<file path="src/hw/rtl/kdsl_pkg.sv">
// Shared constants for the key debounce / short-long press block.
// No dependencies; used by key_debounce_short_long_press_top.
package kdsl_pkg;

   // Register map (word index into the CSR space)
   localparam logic [1:0] REG_SHAKE_TICKS = 2'd0;
   localparam logic [1:0] REG_SHORT_STEPS = 2'd1;
   localparam logic [1:0] REG_LONG_STEPS  = 2'd2;

   // Register reset values
   localparam logic [7:0] SHAKE_TICKS_RST = 8'd10;
   localparam logic [7:0] SHORT_STEPS_RST = 8'd3;
   localparam logic [7:0] LONG_STEPS_RST  = 8'd100;

   // Press event codes
   localparam logic [1:0] EV_NONE  = 2'd0;
   localparam logic [1:0] EV_SHORT = 2'd1;
   localparam logic [1:0] EV_LONG  = 2'd2;

endpackage

</file>
<file path="src/hw/rtl/key_debounce_short_long_press_top.sv">
// Key debounce with short-press / long-press event detection, plus its CSRs.
// Depends on kdsl_pkg for the register map and event codes.
// The rsp word for an accepted req word is registered and appears in the cycle after it is taken.
// Throughput: 1 word per cycle while rsp_stall is low; a new word is taken while the previous result
// is being taken, since the result register refills in the cycle it drains.
// Reset (synchronous, active high): counters, arm flag, last level and rsp
// valid clear; CSRs return to shake 10, short 3, long 100.
module key_debounce_short_long_press_top (
   input  logic        clock,
   input  logic        reset,
   // scan tick input
   input  logic        req_valid,
   output logic        req_stall,
   input  logic        req_pin_level,
   // event output
   output logic        rsp_valid,
   input  logic        rsp_stall,
   output logic [1:0]  rsp_press_event,
   // CSR port
   input  logic        csr_psel,
   input  logic        csr_penable,
   input  logic        csr_pwrite,
   input  logic [3:0]  csr_paddr,
   input  logic [31:0] csr_pwdata,
   output logic [31:0] csr_prdata,
   output logic        csr_pready
);

   // CSRs
   logic [7:0] shake_ticks_ff;
   logic [7:0] short_steps_ff;
   logic [7:0] long_steps_ff;

   // debounce state
   logic       last_pressed_ff, last_pressed_in;
   logic [7:0] stable_ticks_ff, stable_ticks_in;
   logic [7:0] hold_steps_ff,   hold_steps_in;
   logic       short_armed_ff,  short_armed_in;

   // result register
   logic       rsp_valid_ff,    rsp_valid_in;
   logic [1:0] rsp_event_ff,    rsp_event_in;

   logic       csr_wr;
   logic [1:0] csr_idx;
   logic       req_take;

   logic       pressed;
   logic [7:0] hold_base;
   logic [7:0] stable_base;
   logic       armed_base;
   logic [7:0] stable_inc;
   logic [7:0] hold_inc;
   logic [7:0] hold_limit;
   logic       step_due;
   logic       step_adv;
   logic [1:0] ev;

   // CSR write/read
   assign csr_pready = 1'b1;
   assign csr_idx    = csr_paddr[3:2];
   assign csr_wr     = csr_psel && csr_penable && csr_pwrite;

   always_ff @(posedge clock) begin
      if (reset) begin
         shake_ticks_ff <= kdsl_pkg::SHAKE_TICKS_RST;
         short_steps_ff <= kdsl_pkg::SHORT_STEPS_RST;
         long_steps_ff  <= kdsl_pkg::LONG_STEPS_RST;
      end else if (csr_wr) begin
         case (csr_idx)
            kdsl_pkg::REG_SHAKE_TICKS: shake_ticks_ff <= csr_pwdata[7:0];
            kdsl_pkg::REG_SHORT_STEPS: short_steps_ff <= csr_pwdata[7:0];
            kdsl_pkg::REG_LONG_STEPS:  long_steps_ff  <= csr_pwdata[7:0];
            default: ;
         endcase
      end
   end

   always_comb begin
      case (csr_idx)
         kdsl_pkg::REG_SHAKE_TICKS: csr_prdata = {24'd0, shake_ticks_ff};
         kdsl_pkg::REG_SHORT_STEPS: csr_prdata = {24'd0, short_steps_ff};
         kdsl_pkg::REG_LONG_STEPS:  csr_prdata = {24'd0, long_steps_ff};
         default:                   csr_prdata = 32'd0;
      endcase
   end

   // handshake: result register refills when empty or draining
   assign req_stall = rsp_valid_ff && rsp_stall;
   assign req_take  = req_valid && !req_stall;

   // debounce step for one scan tick
   always_comb begin
      pressed     = ~req_pin_level;
      ev          = kdsl_pkg::EV_NONE;
      // release clears counters and arm, may emit short press
      hold_base   = pressed ? hold_steps_ff : 8'd0;
      stable_base = pressed ? stable_ticks_ff : 8'd0;
      armed_base  = pressed && short_armed_ff;
      if (!pressed && short_armed_ff && (hold_steps_ff >= short_steps_ff)
          && (hold_steps_ff < long_steps_ff)) begin
         ev = kdsl_pkg::EV_SHORT;
      end

      hold_limit = (long_steps_ff != 8'hFF) ? long_steps_ff + 8'd1 : 8'hFF;
      stable_inc = stable_base + 8'd1;
      hold_inc   = hold_base + 8'd1;
      step_due   = (stable_inc >= shake_ticks_ff);
      step_adv   = step_due && (hold_base < hold_limit);

      stable_ticks_in = stable_base;
      hold_steps_in   = hold_base;
      short_armed_in  = armed_base;

      if (last_pressed_ff == pressed) begin
         stable_ticks_in = step_due ? 8'd0 : stable_inc;
         if (step_adv) begin
            hold_steps_in = hold_inc;
            if (pressed) begin
               if (hold_inc == short_steps_ff) short_armed_in = 1'b1;
               if (hold_inc == long_steps_ff)  ev = kdsl_pkg::EV_LONG;
            end
         end
      end else begin
         // level change restarts both counters
         stable_ticks_in = 8'd0;
         hold_steps_in   = 8'd0;
      end

      last_pressed_in = pressed;
      rsp_event_in    = ev;
      rsp_valid_in    = req_take || (rsp_valid_ff && rsp_stall);
   end

   // state and result registers
   always_ff @(posedge clock) begin
      if (reset) begin
         last_pressed_ff <= 1'b0;
         stable_ticks_ff <= 8'd0;
         hold_steps_ff   <= 8'd0;
         short_armed_ff  <= 1'b0;
         rsp_valid_ff    <= 1'b0;
      end else begin
         rsp_valid_ff <= rsp_valid_in;
         if (req_take) begin
            last_pressed_ff <= last_pressed_in;
            stable_ticks_ff <= stable_ticks_in;
            hold_steps_ff   <= hold_steps_in;
            short_armed_ff  <= short_armed_in;
         end
      end
   end

   always_ff @(posedge clock) begin
      if (req_take) begin
         rsp_event_ff <= rsp_event_in;
      end
   end

   assign rsp_valid       = rsp_valid_ff;
   assign rsp_press_event = rsp_event_ff;

endmodule
</file>
<file path="config.mk">
export PLATFORM = sky130hd
export DESIGN_NAME = key_debounce_short_long_press_top
export DESIGN_NICKNAME = d
export VERILOG_FILES = /design/src/hw/rtl/kdsl_pkg.sv /design/src/hw/rtl/key_debounce_short_long_press_top.sv
export SDC_FILE = /design/constraint.sdc
export NUM_CORES = 1
export LEC_CHECK = 0
export ABC_AREA = 1
export BUFFER_PORTS_ARGS = -buffer_cell sky130_fd_sc_hd__buf_2
export CORE_MARGIN = 4
export CORE_UTILIZATION = 50
export CTS_CLUSTER_SIZE = 8
export DETAILED_ROUTE_END_ITERATION = 8
export GPL_TIMING_DRIVEN = 1
export PLACE_DENSITY = 0.75
export RECOVER_POWER = 25
export SLEW_MARGIN = 20
export SYNTH_ARGS = -nofsm -noshare
export SYNTH_HDL_FRONTEND = slang
export SYNTH_SLANG_ARGS = --single-unit
export TNS_END_PERCENT = 100
</file>
<file path="constraint.sdc">
create_clock -name clock -period 3.2 [get_ports clock]
set_input_delay 0.16 -clock clock [delete_from_list [all_inputs] [get_ports clock]]
set_output_delay 0.16 -clock clock [all_outputs]
set_load 0.005 [all_outputs]
</file>
==> Yosys cells after proc, flatten, opt, wreduce, memory -nomap -nowiden <==
Index checks and enable logic that the tools add are counted.
Widths: inputs -> output; s select.
{ "totals": {"ff_bits": 45} }
{ "op_classes": {"reduce_logical": 15, "add_sub_neg": 3, "n_eq_ne": 6, "bitwise_logic": 1, "n_lt_le_gt_ge": 4, "mux": 17} }
{ "ops": {"columns": ["operator", "n"], "rows": [
  ["$mux 8", 7],
  ["$add 8x1->8 const B", 3],
  ["$pmux 8 s3", 1],
  ["$eq 8x8->1", 2],
  ["$ge 8x8->1", 2],
  ["$lt 8x8->1", 2],
  ["$logic_and 1x1->1", 9],
  ["$mux 2", 4],
  ["$ne 8x8->1 const B", 1],
  ["$reduce_and 2->1", 3],
  ["$mux 1", 5],
  ["$eq 2x1->1 const B", 1],
  ["$eq 2x2->1 const B", 1],
  ["$logic_not 2->1", 1],
  ["$eq 1x1->1", 1],
  ["$logic_not 1->1", 1],
  ["$logic_or 1x1->1", 1],
  ["$not 1->1", 1]
]} }

==> Logic depth before layout (Yosys ltp) <==
Gate-level depths: netlist of run 1.
{ "logic_depth": {"depth_word": 8, "ltp_mapped": 19, "mapped_depth_nobuf": 18} }

==> Worst setup path after synthesis of run 1 <==
Ideal clock, no wire load.
{ "synth_timing": {"kind": "reg-to-reg", "start": "reg long_steps_ff[1]", "end": "reg hold_steps_ff[7]", "arrival_time_ps": 2453, "setup_ps": 71, "setup_slack_ps": 676, "path_stages_with_launch": 15, "n_path_buf": 0, "period_less_slack_ps": 2524, "cell_sequence": "dfxtp_1 > ha_1 > nand2_1 > nor2_2 > nand3_1 > nor2_1 > nor3_1 > ha_1 > a21oi_1 > nor2_1 > a211oi_2 > nand3_4 > nand2_1 > nand3_1 > a21oi_1"} }
{ "synth_between": {"elab_chain_cells": 6, "word_cells_on_any_way": 7, "cone_classes": "1 x add/sub; 1 x order compare; 1 x eq/ne; 3 x mux; 1 x reduce/logical"} }
{ "synth_lines": {"columns": ["element", "line_no", "rtl"], "rows": [
  ["start: declaration", "key_debounce_short_long_press_top.sv:32", "logic [7:0] long_steps_ff;"],
  ["start signal: assignment", "key_debounce_short_long_press_top.sv:68", "long_steps_ff <= kdsl_pkg::LONG_STEPS_RST;"],
  ["start signal: assignment", "key_debounce_short_long_press_top.sv:73", "kdsl_pkg::REG_LONG_STEPS: long_steps_ff <= csr_pwdata[7:0];"],
  ["$add 8x1->8 / $ne 8x8->1 (equally long branches)", "key_debounce_short_long_press_top.sv:105", "hold_limit = (long_steps_ff != 8'hFF) ? long_steps_ff + 8'd1 : 8'hFF;"],
  ["$mux 8 *", "key_debounce_short_long_press_top.sv:105", null],
  ["$lt 8x8->1 *", "key_debounce_short_long_press_top.sv:109", "step_adv = step_due && (hold_base < hold_limit);"],
  ["$logic_and 1x1->1 *", "key_debounce_short_long_press_top.sv:109", null],
  ["$mux 8 *", "key_debounce_short_long_press_top.sv:117", "if (step_adv) begin"],
  ["$mux 8 *", "key_debounce_short_long_press_top.sv:115", "if (last_pressed_ff == pressed) begin"],
  ["end signal: assignment", "key_debounce_short_long_press_top.sv:148", "hold_steps_ff <= hold_steps_in;"],
  ["end: declaration", "key_debounce_short_long_press_top.sv:37", "logic [7:0] hold_steps_ff, hold_steps_in;"]
]} }
Mark *: on every way between the ends. The rest lies on a longest branch, timed or not.
A chain may end at the register's enable or synchronous reset.

==> Worst setup path after layout of run 1 <==
{ "layout_timing": {"start": "reg stable_ticks_ff[0]", "end": "reg hold_steps_ff[3]"} }
{ "layout_between": {"elab_chain_cells": 6} }
{ "layout_lines": {"columns": ["element", "line_no", "rtl"], "rows": [
  ["start: declaration", "key_debounce_short_long_press_top.sv:36", "logic [7:0] stable_ticks_ff, stable_ticks_in;"],
  ["start signal: assignment", "key_debounce_short_long_press_top.sv:147", "stable_ticks_ff <= stable_ticks_in;"],
  ["$mux 8", "key_debounce_short_long_press_top.sv:98", "stable_base = pressed ? stable_ticks_ff : 8'd0;"],
  ["$add 8x1->8", "key_debounce_short_long_press_top.sv:106", "stable_inc = stable_base + 8'd1;"],
  ["$ge 8x8->1", "key_debounce_short_long_press_top.sv:108", "step_due = (stable_inc >= shake_ticks_ff);"],
  ["$logic_and 1x1->1", "key_debounce_short_long_press_top.sv:109", null],
  ["$mux 8", "key_debounce_short_long_press_top.sv:117", null],
  ["$mux 8", "key_debounce_short_long_press_top.sv:115", null]
]} }
No other way between the ends.

==> flow_summary.ini, run 1 <==
[run_status]
status = finished, final reports clean

[worst_setup_path]
cp.required_ns = 3.42
crit_fanout = 11
r2r_cells = 17
start_kind = flop
crit_path_end = hold_steps_ff[3]$_SDFFE_PP0P_
r2r-end = hold_steps_ff[3]$_SDFFE_PP0P_
r2r_slack_ns = 0.40
critPathLaunch = stable_ticks_ff[0]$_SDFFE_PP0P_
crit_type = flop to flop
cp-end-kind = flop
worstPathArrival_ns = 3.03
rr_startpoint = stable_ticks_ff[0]$_SDFFE_PP0P_

[clock_network]
clk_pin_slew_ns = 0.09
clock_latency_ns = 0.30
numClockSinks = 45
cts_made_buffers = 5
htree_levels = 2
cts_resized = 0
cts_root_buffer = clkbuf_8
clk_path_buf_depth = 2
cts_tree = built
postCtsSetupBuffers = 0
postCtsHoldBufs = 0

[floorplan]
initial_core_util_pct = 51.22
die_area_sq_um = 8358
die_w_um = 91.42
io_pins = 81
core_sq_um = 6794
fp.dieH_um = 91.42
num_rows = 30

[power_and_ir_drop]
combPwrFrac_pct = 12.2
p_int_w = 0.0007696
finalPower_w = 0.001072
ir_drop_mv = 0.2270
power_leakage_nw = 1.713
switching_share_pct = 28.24
power.density_nw_per_um2 = 289.4
pwr-share-clk_pct = 33.5
seq_power_share_pct = 54.2
netSwitchingPower_w = 0.0003028

[timing]
hold_viol = 0
holdWs_ns = 0.1055
max_freq_mhz = 356.6
worstMarginPinSlew_ns = 0.9557
final.period_utilization_pct = 87.64
setup_tns_ns = 0
post-route-min-period_ns = 2.805
final.setup_skew_ns = 0.009161
slew_violations = 0
grt_setup_unrepaired = no
relSlewSlack_pct = 36.29
setup_viol = 0

[global_route]
gr-total-overflow = 0
grt_pass1_vias = 3090
grt_pass1_wl_um = 14650
grt_start_max_net_pins = 26
antenna_found_initial = 0
grt.total_usage_pct = 21.37

[finish]
nets = 616
layout_common_cells = nand2_1, inv_1, a21oi_1
diodes = 0
drive_above_1_share_pct = 9.444
layout_commonest_cell = nand2_1
area_growth_pct = 6.508

[drt]
dr.pass1.iters = 5
drt-wirelength-per-cell_um = 14.04
num_vias = 3353
drt-vias-per-instance = 5.272
drt-initial-drc-count = 240
drc_errors = 0
antenna_left = 0
routed_wl_um = 8927

[logic_synthesis]
syn_area_per_cell_sq_um = 6.809
yosys_warnings = 0
syn_area_sq_um = 3480
synthDistinctLibCells = 35
ys_seq_area_share_pct = 26.47
syn_inst = 511
synth_seq_cells = 45

[placed_design]
io_buffers = 29
dp_hpwl_um = 7171
place.gp.congestion = 0.8972

[job]
cap_viol_max_count = 0

[worst_hold_path]
worstHoldPathType = primary input to flop
## power groups by stage
stage	logic (W)	registers (W)	clock network, W
6_report	0.000131	0.000582	0.000360
5_1_grt	0.000148	0.000583	0.000392
4_1_cts	0.000130	0.000581	0.000368
3_5_place_dp	0.000130	0.000595	0
3_3_place_gp	0.000126	0.000594	0
2_1_floorplan	0.000106	0.000592	0
## logic make-up after synthesis
group           Yosys count  share of synthesized area [%]
simple gates            204                          26.07
xor+xnor                 11                          2.769
compound gates          108                          17.98
fa+ha+maj                33                          11.87
flops                    45                          26.47
buf+inv                 108                          14.63
other cells               2                         0.2158
## registers in the layout, indices dropped and copies added, names as in the netlist
register / cells
short_steps_ff: 8
short_armed_ff: 1
shake_ticks_ff: 8
rsp_valid: 1
stable_ticks_ff: 8
long_steps_ff: 8
rsp_press_event: 2
hold_steps_ff: 8
last_pressed_ff: 1
## metrics by stage
stage	utilization, %	std cells	setup slack (ns)	cell area (sq um)
final	54.55	636	0.3954	3706
after global routing	54.55	636	0.09440	3706
after CTS	54.60	636	0.4244	3710
after detailed placement	53.37	628	0.4605	3626
after global placement	53.37	628	0.5046	3626
after floorplan	-	534	0.6761	3566
## routing by layer
layer	wire [um]	part of all wire (%)	global-route usage, %
met2	4205	47	36.70
met4	121	1.4	5.653
met3	492	5.5	3.314
met5	0	0	0
met1	4108	46	27.68
## worst max-delay path: stages, from the launching register on
cell and delay, ns:
dfxtp_1 0.34, inv_1 0.08, nor2_1 0.14, ha_1 0.21, nand4_1 0.17, nor3_1 0.23, xnor2_1 0.15, inv_1 0.07
ha_1 0.27, nand2_1 0.07, nor2_1 0.15, nand4_1 0.09, nand3_1 0.09, buf_4 0.21, nand3_4 0.15, nand2_1 0.08
nand3_1 0.08, a21oi_1 0.14
## final cells by class
cell class | instances | area (sq um)
fillers | 694 | 3088
clock inverters | 1 | 7.507
flip-flops and latches | 45 | 920.9
clock buffers | 7 | 76.32
well taps | 96 | 120.1
multi-input cells | 381 | 2136
inverters | 73 | 274.0
repair buffers | 33 | 171.4
## synthesized netlist by cell type
cell | number | area (sq um)
a211oi_2 | 1 | 12.51
a21boi_0 | 2 | 15.01
a21oi_1 | 52 | 260.3
a22oi_1 | 6 | 45.04
buf_1 | 1 | 3.750
buf_2 | 2 | 10.01
buf_4 | 25 | 187.7
buf_6 | 1 | 11.26
clkbuf_1 | 6 | 22.52
clkinv_1 | 1 | 3.750
conb_1 | 2 | 7.510
dfxtp_1 | 43 | 860.8
edfxtp_1 | 2 | 60.06
ha_1 | 33 | 412.9
inv_1 | 69 | 259.0
inv_2 | 3 | 11.26
nand2_1 | 101 | 379.1
nand2_2 | 1 | 6.260
nand2_4 | 2 | 22.52
nand3_1 | 28 | 140.1
nand3_4 | 1 | 17.52
nand4_1 | 14 | 87.58
nor2_1 | 44 | 165.2
nor2_2 | 5 | 31.28
nor3_1 | 5 | 25.02
nor3_2 | 1 | 10.01
nor3_4 | 1 | 16.27
o211ai_1 | 10 | 75.07
o21a_1 | 1 | 7.510
o21ai_0 | 27 | 135.1
o21ai_1 | 1 | 5.000
o221ai_1 | 8 | 70.07
or2_2 | 1 | 6.260
xnor2_1 | 2 | 17.52
xor2_1 | 9 | 78.83
## worst min-delay path by stage
| stage | startpoint | cells after the start | endpoint |
|---|---|---|---|
| final | req_valid | 3 | rsp_valid$_SDFF_PP0_ |
| after global routing | req_valid | 3 | rsp_valid$_SDFF_PP0_ |
| after CTS | req_valid | 3 | rsp_valid$_SDFF_PP0_ |
| after detailed placement | csr_pwdata[5] | 3 | long_steps_ff[5]$_SDFFE_PP1P_ |
| after global placement | csr_pwdata[0] | 3 | short_steps_ff[0]$_SDFFE_PP1P_ |
| after floorplan | csr_pwdata[2] | 2 | long_steps_ff[2]$_SDFFE_PP1P_ |
(Power assumes the default switching activity.)
==> run 2: changes to the inputs <==
--- a/config.mk
+++ b/config.mk
@@ -5,14 +5,14 @@
 export SDC_FILE = /design/constraint.sdc
 export NUM_CORES = 1
 export LEC_CHECK = 0
-export ABC_AREA = 1
+export ABC_AREA = 0
 export BUFFER_PORTS_ARGS = -buffer_cell sky130_fd_sc_hd__buf_2
 export CORE_MARGIN = 4
 export CORE_UTILIZATION = 50
 export CTS_CLUSTER_SIZE = 8
 export DETAILED_ROUTE_END_ITERATION = 8
 export GPL_TIMING_DRIVEN = 1
-export PLACE_DENSITY = 0.75
+export PLACE_DENSITY = 0.78
 export RECOVER_POWER = 25
 export SLEW_MARGIN = 20
 export SYNTH_ARGS = -nofsm -noshare
==> constraint.sdc (replaced) <==
create_clock -name clock -period 2.5 [get_ports clock]
set_input_delay 0.125 -clock clock [delete_from_list [all_inputs] [get_ports clock]]
set_output_delay 0.125 -clock clock [all_outputs]
set_load 0.005 [all_outputs]
==> run 2 against run 1 <==
The flow now finishes with violations (negative setup slack). Register-to-register slack got worse by 0.61 ns. Flip-flop and latch count is the same. First-iteration DRC count shrank 43%. Largest cell class unchanged. Area after synthesis is 2.6% higher. Total power increased by 43%. Count of clock-buffer cells in the layout shrank 2. Clock power is 68% higher. Sequential share of layout area decreased by 4.1 points. Critical endpoint is now hold_steps_ff[0]$_SDFFE_PP0P_. Largest power group unchanged. Routed wire length up 9.9%.
==> flow_summary.ini, run 2 <==
[run_status]
status = finished, violations left
violations = negative setup slack

[logic_synthesis]
synth_area_leaders = dfxtp_1, ha_1, mux2i_1
synth_common_cells = nor2_1, dfxtp_1, nand2_1, ha_1, inv_1
yosysTopAreaCell = dfxtp_1
synth_seq_cells = 45
synth.most_common_cell = nor2_1
synth_top_area_share_pct = 24.12
synth-edff-count = 2
synthDistinctLibCells = 56
synthFlopType = dfxtp_1
yosys_warnings = 0
ys_async_sr_fraction_pct = 0
ys_seq_area_share_pct = 25.81
syn_inst = 448
synth_compound_area_share_pct = 14.94
synthMuxAreaShare_pct = 5.926
syn_area_per_cell_sq_um = 7.965
synth-xor-area-share_pct = 7.118
synth-simple-area-share_pct = 24.09
synth_top_family_by_area = simple AND/OR/NAND/NOR gates
synthAdderAreaFrac_pct = 11.57
syn_area_sq_um = 3568

[power_and_ir_drop]
combPwrFrac_pct = 12.3
power_leakage_nw = 1.978
seq_power_share_pct = 48.4
ir_drop_mv = 0.2827
power.density_nw_per_um2 = 344.9
netSwitchingPower_w = 0.0004248
switching_share_pct = 27.66
pwr-share-clk_pct = 39.3
finalPower_w = 0.001536
p_int_w = 0.001111

[finish]
layout_common_cells = buf_4, nor2_1, dfxtp_1
diodes = 0
drive_above_1_share_pct = 27.57
multi_input_area_sq_um = 2575
fillers = 584
layout_commonest_cell = buf_4
nets = 602
area_growth_pct = 24.79
regArea_sq_um = 924.6
finalNonFillerCells = 622

[floorplan]
fp.dieH_um = 92.48
initial_core_util_pct = 51.95
die_area_sq_um = 8553
die_w_um = 92.48
num_rows = 30
core_sq_um = 6869
io_pins = 81

[drt]
drt-initial-drc-count = 138
dr.pass1.iters = 4
antenna_left = 0
drt-wirelength-per-cell_um = 15.77
routed_wl_um = 9808
drt-vias-per-instance = 5.466
drc_errors = 0
num_vias = 3400

[global_route]
grt.total_usage_pct = 22.71
grt_pass1_wl_um = 15900
grt_start_max_net_pins = 40
antenna_found_initial = 0
grt_pass1_vias = 3426
gr-total-overflow = 0

[worst_setup_path]
critPathMaxStageDelay_ns = 0.35
crit_chain = ha_1, buf_4, and3_1, nand3_1, o21ai_1, ha_1, and4_1, nand2_1, a31o_2, and4_4, buf_6, mux2_4, a21oi_2
crit_fanout = 6
cpMostUsedCell = ha_1
cp_top_family = simple AND/OR/NAND/NOR gates
crit_type = flop to flop
cp.required_ns = 2.74
critPathBufInv = 2
worstPathArrival_ns = 2.95
cp-end-kind = flop
start_kind = flop
cpMaxStageDelayCell = dfxtp_2

[timing]
final.setup_skew_ns = 0.01910
worst_slack_ns = -0.2132
setup_tns_ns = -2.217
post-route-min-period_ns = 2.713
setup_viol = 18
worstMarginPinSlew_ns = 1.044
slew_violations = 0
max_freq_mhz = 368.6
relSlewSlack_pct = 30.38
grt_setup_unrepaired = yes
final.period_utilization_pct = 108.5
hold_viol = 0

[clock_network]
postCtsHoldBufs = 0
clk_pin_slew_ns = 0.11
cts_tree = built
cts_root_buffer = clkbuf_8
cts_made_buffers = 5
clock_latency_ns = 0.32
htree_levels = 2
clk_path_buf_depth = 2
numClockSinks = 45

[job]
cap_viol_max_count = 0

[placed_design]
place.gp.congestion = 0.8912
placed_cells = 608
pre_cts_ws_ns = -0.3832
io_buffers = 29
dp_hpwl_um = 7282

[worst_hold_path]
worstHoldPathType = primary input to flop
==> run 2: cell count changes in the layout (fill, tap and decap cells not counted), sizes merged, moves of 10 or more <==
| cell | delta |
|---|---|
| buf | +58 |
| o211ai | -10 |
| inv | -43 |
| nor2b | +14 |
| mux2i | +20 |
| nand4 | -11 |
| nand2 | -65 |
| xnor2 | +18 |
| a21oi | -32 |
==> run 2: tightest hold or removal path, stage by stage <==
cell and delay [ns]:
buf_2 0.08, nor2_1 0.04, nor2_1 0.06
==> run 2: cells by family after synthesis <==
logic type      Yosys count
other cells               2
fa+ha+maj                33
buf+inv                  71
xor+xnor                 29
simple gates            168
flops                    45
mux                      21
compound gates           79
==> run 2: cell type report <==
type	count	area share [%]
Multi-Input combinational cell	355	57.83
Sequential cell	45	20.76
Timing Repair Buffer	91	13.82
Tap cell	96	2.697
Inverter	27	2.276
Clock buffer	5	1.545
Clock inverter	3	1.068
==> run 2: repair_timing <==
| action | 4_1_cts | 5_1_grt |
|---|---|---|
| setup buffers | 5 | 2 |
| resized for setup | 19 | 30 |
| pin swaps | 15 | 12 |
| endpoints found under the setup margin | 18 | 18 |
==> run 2: worst paths after layout <==
path,to,cells after the start,from,slack (ns)
max,hold_steps_ff[0]$_SDFFE_PP0P_,13,long_steps_ff[0]$_SDFFE_PP0P_,-0.21
min,rsp_valid$_SDFF_PP0_,3,req_valid,0.03
max reg2reg,hold_steps_ff[0]$_SDFFE_PP0P_,13,long_steps_ff[0]$_SDFFE_PP0P_,-0.21
min reg2reg,short_armed_ff$_SDFFE_PP0P_,2,short_armed_ff$_SDFFE_PP0P_,0.48
==> run 2: power by group through the flow <==
| stage | clock [W] | sequential [W] | combinational, W |
|---|---|---|---|
| 3_5_place_dp | 0 | 0.000758 | 0.000171 |
| 5_1_grt | 0.000642 | 0.000745 | 0.000208 |
| 6_report | 0.000604 | 0.000743 | 0.000189 |
| 3_3_place_gp | 0 | 0.000758 | 0.000166 |
| 4_1_cts | 0.000601 | 0.000742 | 0.000179 |
| 2_1_floorplan | 0 | 0.000757 | 0.000135 |
==> run 2: routing by layer <==
layer | vias to the layer above | GRT usage [%] | share of wire (%)
met1 | 1603 | 29.17 | 42
met3 | 17 | 3.331 | 6.2
li1 | 1662 | - | -
met5 | - | 0 | 0
met2 | 118 | 39.64 | 50
met4 | 0 | 5.817 | 1.7
==> run 2: through the flow <==
step | utilization [%] | hold WS, ns | area, sq um
5_1_grt | 64.83 | 0.04893 | 4453
4_1_cts | 62.82 | 0.03234 | 4315
3_5_place_dp | 59.45 | 0.3691 | 4084
3_3_place_gp | 59.45 | 0.3511 | 4084
6_report | 64.83 | 0.03412 | 4453
2_1_floorplan | - | 0.2428 | 3700
